$ cat config.mk
export PLATFORM = sky130hd
export DESIGN_NAME = paged_attribute_unpack_addresser
export DESIGN_NICKNAME = d
export VERILOG_FILES = /design/src/rtl/pau_pkg.sv /design/src/rtl/pau_mac.sv /design/src/rtl/paged_attribute_unpack_addresser.sv
export VERILOG_INCLUDE_DIRS = /design/src /design/src/rtl
export SDC_FILE = /design/constraint.sdc
export NUM_CORES = 2
export LEC_CHECK = 0
export ABC_AREA = 1
export CAP_MARGIN = 25
export CORE_ASPECT_RATIO = 1.25
export CORE_MARGIN = 2
export CORE_UTILIZATION = 25
export CTS_CLUSTER_SIZE = 8
export DETAILED_ROUTE_END_ITERATION = 8
export DONT_BUFFER_PORTS = 1
export PLACE_DENSITY = 0.43
export SLEW_MARGIN = 25
export SYNTH_ARGS = -nofsm -noshare
export SYNTH_HDL_FRONTEND = slang
export SYNTH_HIERARCHICAL = 1
export SYNTH_SLANG_ARGS = --single-unit
$ cat constraint.sdc
create_clock -name clk -period 12 [get_ports clk]
set_clock_uncertainty 0.05 [all_clocks]
set_input_delay 1.8 -clock clk [delete_from_list [all_inputs] [get_ports clk]]
set_output_delay 1.8 -clock clk [all_outputs]
set_load 0.1 [all_outputs]
$ cat src/rtl/paged_attribute_unpack_addresser_macros.svh
// Assertion macros for the paged attribute unpack addresser.
// Included by the top level; no other dependencies.
`ifndef PAGED_ATTRIBUTE_UNPACK_ADDRESSER_MACROS_SVH
`define PAGED_ATTRIBUTE_UNPACK_ADDRESSER_MACROS_SVH
`ifndef ASSERT_OFF
// Same-cycle implication: when a holds, c must hold.
`define PAU_ASSERT_IMP(label, clk, rst_n, a, c) \
	label: assert property (@(posedge clk) disable iff (!(rst_n)) (a) |-> (c)) \
		else $error("pau assertion failed");
// Next-cycle implication: when a holds, c must hold in the next cycle.
`define PAU_ASSERT_NEXT(label, clk, rst_n, a, c) \
	label: assert property (@(posedge clk) disable iff (!(rst_n)) (a) |=> (c)) \
		else $error("pau assertion failed");
`else
`define PAU_ASSERT_IMP(label, clk, rst_n, a, c)
`define PAU_ASSERT_NEXT(label, clk, rst_n, a, c)
`endif
`endif

$ cat src/rtl/pau_pkg.sv
// Package of the paged attribute unpack addresser: sequencer states, register
// indexes, shared unit widths and the pack width selector. No dependencies.
`timescale 1ns / 1ps
`default_nettype none
package pau_pkg;

	// Operand and result widths of the shared multiply-add unit.
	localparam int MAC_A_W = 32;
	localparam int MAC_B_W = 24;
	localparam int MAC_P_W = 42;

	// Configuration register indexes.
	localparam logic [2:0] CFG_ELEMENT_COUNT   = 3'd0;
	localparam logic [2:0] CFG_TUPLE_SIZE      = 3'd1;
	localparam logic [2:0] CFG_PAGE_SIZE       = 3'd2;
	localparam logic [2:0] CFG_PACK_COUNT      = 3'd3;
	localparam logic [2:0] CFG_PACK_WIDTHS     = 3'd4;
	localparam logic [2:0] CFG_FLAGS_ENABLED   = 3'd5;
	localparam logic [2:0] CFG_COMPONENT_BYTES = 3'd6;

	typedef enum logic [3:0] {
		ST_IDLE,
		ST_PSTART,
		ST_PAGE,
		ST_GTS,
		ST_DBASE,
		ST_SRCE,
		ST_SRCB,
		ST_WB,
		ST_EMIT,
		ST_ADV
	} pau_state_t;

	// Component count of one pack out of the packed width register.
	function automatic logic [4:0] pack_width_f(input logic [39:0] pw, input logic [2:0] idx);
		logic [4:0] w;
		w = pw[idx*5 +: 5];
		return w;
	endfunction

endpackage
`default_nettype wire

$ cat src/rtl/pau_mac.sv
// Shared multiply-add unit of the paged attribute unpack addresser.
// Computes a * b + c, truncated to the result width. Uses pau_pkg.
`timescale 1ns / 1ps
`default_nettype none
module pau_mac (
	input  logic [pau_pkg::MAC_A_W-1:0] a,
	input  logic [pau_pkg::MAC_B_W-1:0] b,
	input  logic [pau_pkg::MAC_P_W-1:0] c,
	output logic [pau_pkg::MAC_P_W-1:0] p
);
	import pau_pkg::*;

	logic [MAC_A_W+MAC_B_W-1:0] prod;

	assign prod = a * b;
	assign p    = prod[MAC_P_W-1:0] + c;

endmodule
`default_nettype wire

$ cat src/rtl/paged_attribute_unpack_addresser.sv
// Top level of the paged attribute unpack addresser: configuration registers,
// sequencer and datapath. Uses pau_pkg, pau_mac and the assertion macro header.
`timescale 1ns / 1ps
`default_nettype none
`include "paged_attribute_unpack_addresser_macros.svh"
// Each input word stands for the next element of a paged attribute whose tuples
// are stored split into packs, and carries that page's constant-pack flags, which
// are sampled only at the first element of a page. For every effective pack the
// block delivers one output word: a source byte offset into the packed buffer, a
// destination byte offset into the interleaved buffer and a byte count; the last
// word of an element carries last_of_element, and every word of the final element
// carries last_element, after which the block wraps back to element zero. The
// effective pack count runs from 1 to MAX_PACKS. The block takes no new element
// until the last one is through, and a word still waiting in the output stalls
// the next one. All products go through one multiply-add unit: the element is
// prepared in order (page start, page length, tuple start, destination base),
// each pack then uses the unit for its source element offset, source byte offset,
// byte count and next source position, and a last step advances the page
// state. The input is ready only while no element is in progress; an output
// register lets the block take the next element while the last word still waits.
// Configuration writes are always accepted; made while no element is in progress,
// they take effect at the next element.
module paged_attribute_unpack_addresser #(
	parameter int MAX_PACKS = 8
) (
	input  logic        clk,
	input  logic        arst_n,
	// Configuration write channel.
	input  logic        cfg_valid,
	output logic        cfg_ready,
	input  logic [2:0]  cfg_index,
	input  logic [39:0] cfg_data,
	// Input words.
	input  logic        in_valid,
	output logic        in_ready,
	input  logic [7:0]  page_flags,
	// Output words.
	output logic        out_valid,
	input  logic        out_ready,
	output logic [31:0] source_offset,
	output logic [31:0] dest_offset,
	output logic [7:0]  copy_bytes,
	output logic        last_of_element,
	output logic        last_element
);
	import pau_pkg::*;

	localparam int PK_W = (MAX_PACKS > 1) ? $clog2(MAX_PACKS) : 1;

	// Configuration registers.
	logic [23:0] ec_q;
	logic [4:0]  ts_q;
	logic [16:0] page_size_q;
	logic [3:0]  pcnt_q;
	logic [39:0] pw_q;
	logic        fen_q;
	logic [3:0]  cb_q;

	// Walk state across elements.
	logic [23:0] page_number_q;
	logic [16:0] eip_q;
	logic [31:0] base_q;
	logic [7:0]  lflags_q;
	logic [16:0] plen_q;

	// Per-element working registers.
	pau_state_t  state_q, state_d;
	logic [PK_W-1:0] pk_q;
	logic [40:0] pstart_q;
	logic [41:0] gidx_q;
	logic        last_q;
	logic [31:0] gts_q;
	logic [31:0] db_q;
	logic [31:0] sb_q;
	logic [31:0] srce_q;
	logic [31:0] srcb_q;
	logic [8:0]  wb_q;

	// Output register.
	logic        out_valid_q;
	logic [31:0] src_out_q;
	logic [31:0] dst_out_q;
	logic [7:0]  cnt_out_q;
	logic        loe_out_q;
	logic        le_out_q;

	// Shared unit operands.
	logic [MAC_A_W-1:0] mac_a;
	logic [MAC_B_W-1:0] mac_b;
	logic [MAC_P_W-1:0] mac_c;
	logic [MAC_P_W-1:0] mac_p;

	logic        in_go;
	logic        emit_go;
	logic [16:0] psize_eff;
	logic [3:0]  npk;
	logic [2:0]  pk3;
	logic [4:0]  w;
	logic        cst;
	logic        last_pack;
	logic [41:0] left;
	logic [41:0] plen_wide;
	logic [16:0] plen_new;
	logic [16:0] plen_use;
	logic [41:0] gidx_d;
	logic        page_end;

	pau_mac u_mac (
		.a(mac_a),
		.b(mac_b),
		.c(mac_c),
		.p(mac_p)
	);

	assign cfg_ready = 1'b1;
	assign in_ready  = (state_q == ST_IDLE);
	assign in_go     = in_valid && in_ready;
	assign emit_go   = (state_q == ST_EMIT) && (!out_valid_q || out_ready);

	// A zero page size counts as one element per page.
	assign psize_eff = (page_size_q == 17'd0) ? 17'd1 : page_size_q;

	// An empty pack list is one pack of the whole tuple; too many packs clip.
	always_comb begin
		if (pcnt_q == 4'd0) begin
			npk = 4'd1;
		end else if (pcnt_q > 4'(MAX_PACKS)) begin
			npk = 4'(MAX_PACKS);
		end else begin
			npk = pcnt_q;
		end
	end

	assign pk3       = 3'(pk_q);
	assign w         = (pcnt_q == 4'd0) ? ts_q : pack_width_f(pw_q, pk3);
	assign cst       = lflags_q[pk3];
	assign last_pack = ((4'(pk_q) + 4'd1) == npk);

	// Page length of a page that starts here: the elements left, at most one
	// page, and one when the page starts past the end.
	assign left      = (42'(ec_q) > 42'(pstart_q)) ? (42'(ec_q) - 42'(pstart_q)) : 42'd1;
	assign plen_wide = (left < 42'(psize_eff)) ? left : 42'(psize_eff);
	assign plen_new  = (plen_wide[16:0] == 17'd0) ? 17'd1 : plen_wide[16:0];
	assign plen_use  = (eip_q == 17'd0) ? plen_new : plen_q;
	assign gidx_d    = 42'(pstart_q) + 42'(eip_q);
	assign page_end  = ((18'(eip_q) + 18'd1) >= 18'(plen_q));

	// Next state.
	always_comb begin
		state_d = state_q;
		case (state_q)
			ST_IDLE: begin
				if (in_go) begin
					state_d = ST_PSTART;
				end
			end
			ST_PSTART: state_d = ST_PAGE;
			ST_PAGE:   state_d = ST_GTS;
			ST_GTS:    state_d = ST_DBASE;
			ST_DBASE:  state_d = ST_SRCE;
			ST_SRCE:   state_d = ST_SRCB;
			ST_SRCB:   state_d = ST_WB;
			ST_WB:     state_d = ST_EMIT;
			ST_EMIT: begin
				if (emit_go) begin
					state_d = last_pack ? ST_ADV : ST_SRCE;
				end
			end
			ST_ADV:    state_d = ST_IDLE;
			default:   state_d = ST_IDLE;
		endcase
	end

	// Operand selection for the shared unit in each step.
	always_comb begin
		mac_a = '0;
		mac_b = '0;
		mac_c = '0;
		case (state_q)
			ST_PSTART: begin
				mac_a = MAC_A_W'(page_number_q);
				mac_b = MAC_B_W'(psize_eff);
			end
			ST_GTS: begin
				mac_a = gidx_q[31:0];
				mac_b = MAC_B_W'(ts_q);
			end
			ST_DBASE: begin
				mac_a = gts_q;
				mac_b = MAC_B_W'(cb_q);
			end
			ST_SRCE: begin
				mac_a = cst ? '0 : MAC_A_W'(eip_q);
				mac_b = MAC_B_W'(w);
				mac_c = MAC_P_W'(sb_q);
			end
			ST_SRCB: begin
				mac_a = srce_q;
				mac_b = MAC_B_W'(cb_q);
			end
			ST_WB: begin
				mac_a = MAC_A_W'(w);
				mac_b = MAC_B_W'(cb_q);
			end
			ST_EMIT: begin
				// Advance the running source position past this pack's run.
				mac_a = cst ? MAC_A_W'(1) : MAC_A_W'(plen_q);
				mac_b = MAC_B_W'(w);
				mac_c = MAC_P_W'(sb_q);
			end
			ST_ADV: begin
				mac_a = MAC_A_W'(psize_eff);
				mac_b = MAC_B_W'(ts_q);
				mac_c = MAC_P_W'(base_q);
			end
			default: begin
				mac_a = '0;
			end
		endcase
	end

	// Control state, configuration and walk state.
	always_ff @(posedge clk or negedge arst_n) begin
		if (!arst_n) begin
			state_q       <= ST_IDLE;
			ec_q          <= 24'd1;
			ts_q          <= 5'd1;
			page_size_q   <= 17'd1024;
			pcnt_q        <= 4'd1;
			pw_q          <= 40'd1;
			fen_q         <= 1'b0;
			cb_q          <= 4'd4;
			page_number_q <= '0;
			eip_q         <= '0;
			base_q        <= '0;
			lflags_q      <= '0;
			plen_q        <= '0;
			pk_q          <= '0;
			out_valid_q   <= 1'b0;
		end else begin
			state_q <= state_d;
			if (cfg_valid && cfg_ready) begin
				case (cfg_index)
					CFG_ELEMENT_COUNT:   ec_q        <= cfg_data[23:0];
					CFG_TUPLE_SIZE:      ts_q        <= cfg_data[4:0];
					CFG_PAGE_SIZE:       page_size_q <= cfg_data[16:0];
					CFG_PACK_COUNT:      pcnt_q      <= cfg_data[3:0];
					CFG_PACK_WIDTHS:     pw_q        <= cfg_data;
					CFG_FLAGS_ENABLED:   fen_q       <= cfg_data[0];
					CFG_COMPONENT_BYTES: cb_q        <= cfg_data[3:0];
					default: begin
					end
				endcase
			end
			// The flags are sampled only at the first element of a page.
			if (in_go && (eip_q == 17'd0)) begin
				lflags_q <= fen_q ? page_flags : 8'd0;
			end
			if (state_q == ST_PAGE) begin
				plen_q <= plen_use;
			end
			if (state_q == ST_DBASE) begin
				pk_q <= '0;
			end
			if (emit_go && !last_pack) begin
				pk_q <= pk_q + PK_W'(1);
			end
			if (state_q == ST_ADV) begin
				if (last_q) begin
					page_number_q <= '0;
					eip_q         <= '0;
					base_q        <= '0;
					lflags_q      <= '0;
					plen_q        <= '0;
				end else if (page_end) begin
					// With flags the running source position already is the
					// next page's base; without, a page is a full page of tuples.
					base_q        <= fen_q ? sb_q : mac_p[31:0];
					page_number_q <= page_number_q + 24'd1;
					eip_q         <= '0;
				end else begin
					eip_q <= eip_q + 17'd1;
				end
			end
			if (emit_go) begin
				out_valid_q <= 1'b1;
			end else if (out_ready) begin
				out_valid_q <= 1'b0;
			end
		end
	end

	// Datapath registers.
	always_ff @(posedge clk) begin
		case (state_q)
			ST_PSTART: pstart_q <= mac_p[40:0];
			ST_PAGE: begin
				gidx_q <= gidx_d;
				last_q <= ((gidx_d + 42'd1) >= 42'(ec_q));
			end
			ST_GTS:    gts_q <= mac_p[31:0];
			ST_DBASE: begin
				db_q <= mac_p[31:0];
				sb_q <= base_q;
			end
			ST_SRCE:   srce_q <= mac_p[31:0];
			ST_SRCB:   srcb_q <= mac_p[31:0];
			ST_WB:     wb_q <= mac_p[8:0];
			ST_EMIT: begin
				if (emit_go) begin
					sb_q      <= mac_p[31:0];
					db_q      <= db_q + 32'(wb_q);
					src_out_q <= srcb_q;
					dst_out_q <= db_q;
					cnt_out_q <= wb_q[7:0];
					loe_out_q <= last_pack;
					le_out_q  <= last_q;
				end
			end
			default: begin
			end
		endcase
	end

	assign out_valid       = out_valid_q;
	assign source_offset   = src_out_q;
	assign dest_offset     = dst_out_q;
	assign copy_bytes      = cnt_out_q;
	assign last_of_element = loe_out_q;
	assign last_element    = le_out_q;

	// The element index never reaches the latched page length during pack work.
	`PAU_ASSERT_IMP(a_eip_in_page, clk, arst_n, (state_q == ST_SRCE), (eip_q < plen_q))
	// The pack counter stays below the effective pack count.
	`PAU_ASSERT_IMP(a_pack_in_range, clk, arst_n, (state_q == ST_EMIT), (4'(pk_q) < npk))
	// After the final element the walk state is back at element zero.
	`PAU_ASSERT_NEXT(a_wrap_clears, clk, arst_n, ((state_q == ST_ADV) && last_q),
		((page_number_q == 24'd0) && (eip_q == 17'd0) && (base_q == 32'd0)))

endmodule
`default_nettype wire
After elaboration in Yosys (flattened, before gate mapping)

Cells that the tools add are included.

Word-level logic and storage cells: 138
Register bits: 518
Input bits: 56
Output and inout bits: 77

Reductions and logical operators: 31
Multipliers: 2
Magnitude comparators: 6
Muxes and demuxes: 41
Shifts and indexed selects: 1
Add/subtract/negate cells: 10
Equality and inequality tests: 18

Operator list:

| kind                                           | count |
|---|---|
| one-hot mux 32 bit (8 select lines)            | 1 |
| one-hot mux 32 bit (2 select lines)            | 3 |
| 2-to-1 mux 17 bit                              | 11 |
| 2-to-1 mux 32 bit                              | 5 |
| one-hot mux 17 bit (4 select lines)            | 1 |
| logical NOT 17 bit                             | 3 |
| 2-to-1 mux 24 bit                              | 2 |
| adder 41 x 17 -> 42 bit                        | 1 |
| adder 42 x 1 -> 42 bit (second input constant) | 1 |
| >= comparator 42 x 24 -> 1 bit                 | 1 |
| < comparator 42 x 17 -> 1 bit                  | 1 |
| 2-to-1 mux 42 bit                              | 1 |
| subtractor 24 x 41 -> 42 bit                   | 1 |
| adder 41 x 32 -> 41 bit                        | 1 |
| > comparator 24 x 41 -> 1 bit                  | 1 |
| multiplier 32 x 17 -> 41 bit                   | 1 |
| indexed part select 40 x 7 -> 5 bit            | 1 |
| one-hot mux 4 bit (9 select lines)             | 1 |
| adder 32 x 9 -> 32 bit                         | 1 |
| 2-to-1 mux 8 bit                               | 4 |
| adder 24 x 1 -> 24 bit (second input constant) | 1 |
| AND reduction 2 bit                            | 11 |
| 2-to-1 mux 4 bit                               | 5 |
| adder 17 x 1 -> 18 bit (second input constant) | 1 |
| other kinds (29)                               | 49 |

Logic depth before layout (Yosys ltp)

Depth after elaboration: 10
Gate-level depth with buffers: 45
Gate-level depth less buffers: 42

By module

Netlist, hierarchy kept.

Modules (own cells, without submodules):

| module                           | times used | cells each | area each (µm²) | seq. area each (µm²) |
|---|---|---|---|---|
| paged_attribute_unpack_addresser | 1          | 3,444      | 29,438.2        | 14,556.5 |
| pau_mac                          | 1          | 3,082      | 23,176.0        | 0.0 |

Least setup slack after synthesis

OpenSTA, ideal clock, no wires.

Kind: reg-to-reg
From: register state_q[0]
To: register base_q[26]
Arrival time: 8.456 ns
Period minus slack after synthesis: 8.589 ns
Setup slack: 3.411 ns
Required time: 11.867 ns
Path buffers: 3
Stages on the path, launching flop included: 35
Setup time: 0.083 ns
Cells stage by stage: dfrtp_1 > inv_1 > nor2_1 > inv_1 > nor2_1 > clkbuf_1 > nand2_1 > nand4_1 > clkbuf_1 > buf_1 > nand2_1 > fa_1 > inv_1 > fa_1 > inv_1 > fa_1 > fa_1 > inv_1 > fa_1 > fa_1 > inv_1 > fa_1 > inv_1 > ha_1 > nand2_1 > nor2_1 > inv_2 > nor2_1 > inv_1 > o211ai_1 > xor2_1 > inv_1 > a21oi_1 > o211ai_1 > o21ai_0

Elaborated cells on any way between the ends: 20
Those cells by class: add/sub: 1; mul: 1; eq/ne: 8; mux: 6; reduce/logical: 4

RTL lines:

| element                                           | RTL line                                | source |
|---|---|---|
| from (decl)                                       | paged_attribute_unpack_addresser.sv:67  | `pau_state_t state_q, state_d;` |
| from (signal assigned)                            | paged_attribute_unpack_addresser.sv:241 | `state_q <= state_d;` |
| equality test 4 bit, or another cell as far along | paged_attribute_unpack_addresser.sv:179 | `case (state_q)` |
| one-hot mux 32 bit (8 select lines) (*)           | paged_attribute_unpack_addresser.sv:179 |  |
| net mac_a[22]                                     | paged_attribute_unpack_addresser.sv:88  | `logic [MAC_A_W-1:0] mac_a;` |
| multiplier 32 x 17 -> 41 bit (*)                  | pau_mac.sv:15                           | `assign prod = a * b;` |
| adder 41 x 32 -> 41 bit (*)                       | pau_mac.sv:16                           | `assign p = prod[MAC_P_W-1:0] + c;` |
| net mac_p[26]                                     | paged_attribute_unpack_addresser.sv:91  | `logic [MAC_P_W-1:0] mac_p;` |
| 2-to-1 mux 32 bit (*)                             | paged_attribute_unpack_addresser.sv:278 | `base_q <= fen_q ? sb_q : mac_p[31:0];` |
| 2-to-1 mux 32 bit (*)                             | paged_attribute_unpack_addresser.sv:275 | `end else if (page_end) begin` |
| 2-to-1 mux 32 bit (*)                             | paged_attribute_unpack_addresser.sv:269 | `if (last_q) begin` |
| to (signal assigned)                              | paged_attribute_unpack_addresser.sv:278 |  |
| to (decl)                                         | paged_attribute_unpack_addresser.sv:62  | `logic [31:0] base_q;` |

Mark *: on every way through the listed nets, which the timed path passes. The rest lies on a longest branch. The select of a mux whose other input is x is not followed.
A chain may end at the register's enable or synchronous reset.

Final worst setup path

From: register pk_q[0] (netlist: pk3[0])
To: register base_q[24]

Cells in the longest elaborated chain, start to end: 9
Elaborated cells on any way between the ends: 14
Those cells by class: add/sub: 1; mul: 2; shift: 1; mux: 10

Ends and longest elaborated chain:

| element                                     | RTL line                                                                         | source |
|---|---|---|
| from (decl)                                 | paged_attribute_unpack_addresser.sv:68                                           | `logic [PK_W-1:0] pk_q;` |
| from (signal assigned)                      | paged_attribute_unpack_addresser.sv:266                                          | `pk_q <= pk_q + PK_W'(1);` |
| binary-select mux 1 bit (select 3 bit) (*)  | paged_attribute_unpack_addresser.sv:136                                          | `assign cst = lflags_q[pk3];` |
| 2-to-1 mux 1 bit (not written as such) (*)  | paged_attribute_unpack_addresser.sv:136                                          |  |
| 2-to-1 mux 17 bit, on equally long branches | paged_attribute_unpack_addresser.sv:207, paged_attribute_unpack_addresser.sv:193 |  |
| one-hot mux 32 bit (8 select lines) (*)     | paged_attribute_unpack_addresser.sv:179                                          |  |
| net mac_a[12]                               | paged_attribute_unpack_addresser.sv:88                                           |  |
| multiplier 32 x 17 -> 41 bit (*)            | pau_mac.sv:15                                                                    |  |
| adder 41 x 32 -> 41 bit (*)                 | pau_mac.sv:16                                                                    |  |
| net mac_p[24]                               | paged_attribute_unpack_addresser.sv:91                                           |  |
| 2-to-1 mux 32 bit (*)                       | paged_attribute_unpack_addresser.sv:278                                          |  |
| 2-to-1 mux 32 bit (*)                       | paged_attribute_unpack_addresser.sv:275                                          |  |
| 2-to-1 mux 32 bit (*)                       | paged_attribute_unpack_addresser.sv:269                                          |  |

Marks and branches as above.

==> results.yml <==
worst_setup_path:
  crit_start: "pk3[0]"
  r2r_start: "pk3[0]"
  reg2regPathDepth: 34
  worst-path-buf-inv: 10
  reg2reg_to: "base_q[24]"
  worst-setup-path-type: "flip-flop to flip-flop"
  r2r_slack_ns: 1.82
  endpoint_kind: "flip-flop"
  startpoint_type: "flip-flop"
  cpMostUsedCell: "inv_1"
  path_delay_family: "adder cells"
  cp.depth: 34
  crit_path_end: "base_q[24]"
  cp_data_required_time_ns: 12.58
  crit_path_max_fanout: 29
  cp.arrival_ns: 10.76
  slowest_stage: "xor2_2"
  slowest_delay_ns: 0.57
timing:
  maxSlewViolCount: 0
  fin_tns_setup_ns: 0
  rsz0062_at_grt: "no"
  max_freq_mhz: 98.25
  tightest_slew_ns: 1.102
  min_period_ns: 10.18
  finalHoldViolCount: 0
  final.period_utilization: 0.8482
  relSlewSlack: 0.2670
  setup_viol_count_final: 0
clock_network:
  worstSkewPairLatency_ns: 0.72
  root_buffer: "clkbuf_16"
  numClockSinks: 518
  cts_tree: "built"
  cts_setup_buffers: 0
  numCtsBuffers: 77
  cts_max_level: 3
  cts_resized: 0
  clockBufferDepth: 3
  hold_buffers: 0
  clkTransAtPathRegs_ns: 0.06
detailed_routing:
  routed_wl_um: 192400
  wl_per_cell_um: 20.99
  first_pass_iters: 5
  dr.first_iter.drc_count: 2727
  drc_errors: 0
  via_count: 41330
  ant_nets: 0
  avgViaCountPerCell: 4.508
cells_and_area:
  syn2layout_area_growth_pct: 11.74
  mostFrequentLayoutCells: "1596 x nand2_1, 1514 x inv_1, 611 x fa_1, 352 x nor2_1, 317 x edfxtp_1"
  drive_above_1_share: 0.05991
  mostFrequentLayoutCell: "nand2_1"
  design_area_mm2: 0.05809
  nets: 7276
yosys:
  syn_inst: 6384
  yosys_warnings: 6
  avgSynthCellArea_um2: 8.143
  syn_area_mm2: 0.05198
die:
  dieWidth_um: 411.9
  die_area_mm2: 0.2116
  die_h_um: 513.8
  start_util: 0.2508
  ios: 133
  rows: 187
  core_region_area_mm2: 0.2073
global_route:
  grt_start_max_net_pins: 202
  grt-ovfl-total: 0
  grt_pass1_vias: 44060
  antenna_found_initial: 3
  grt_pass1_wl_um: 289700
  track_usage: 0.1837
placed_design:
  place_area_mm2: 0.05569
  place_hpwl_um: 156200
  port_buffers: 0
  gp_congestion: 0.9672
status:
  status: "complete, no violations"
job:
  cap_violations: 0
worst_hold_path:
  hold_class: "flip-flop to flip-flop"
registers in the layout, summed over array words and instances (netlist names), 24 cells and up:
signal,count
dest_offset,32
gidx_q,32
base_q,32
srcb_q,32
sb_q,32
page_number_q,24
pstart_q,41
gts_q,32
pw_q,40
ec_q,24
source_offset,32
db_q,32
srce_q,32
cell type report:
cell class / instances / area (um^2)
Antenna cell: 2 / 5.005
Clock buffer: 122 / 2126
Clock inverter: 11 / 214.0
Inverter: 1538 / 5774
Multi-Input combinational cell: 4130 / 31100
Fill cell: 22700 / 149200
Timing Repair Buffer: 107 / 880.8
Sequential cell: 518 / 14560
Tap cell: 2740 / 3428
per-stage QoR:
step / hold WS, ns / worst slack, ns / cells / util
CTS: 0.3676 / 1.731 / 9163 / 0.2799
global route: 0.3712 / 1.275 / 9167 / 0.2802
finish: 0.3652 / 1.822 / 9168 / 0.2802
detailed placement: 0.3545 / 1.750 / 9030 / 0.2686
global placement: 0.3518 / 1.418 / 9027 / 0.2682
floorplan: 0.3503 / 3.439 / 6409 / -
how the worst min path moves through the flow:
stage / start / to / slack [ns] / cells after the start
floorplan: srcb_q[0] / source_offset[0] / 0.35 / 0
global placement: srcb_q[19] / source_offset[19] / 0.35 / 0
detailed placement: srcb_q[0] / source_offset[0] / 0.35 / 0
CTS: srcb_q[27] / source_offset[27] / 0.37 / 0
global route: srcb_q[17] / source_offset[17] / 0.37 / 0
finish: srcb_q[27] / source_offset[27] / 0.37 / 0
per-layer routing:
layer  up-vias  GRT usage  wire length (um)
li1      19430          -                 -
met1     20700     0.2217             79010
met2       962     0.3323             98380
met3       230    0.02215              7902
met4         0    0.06559              7119
met5         -          0                 0
Power is not shown: default switching activity piles up to over one toggle a cycle in this logic, so the estimate is an artifact.
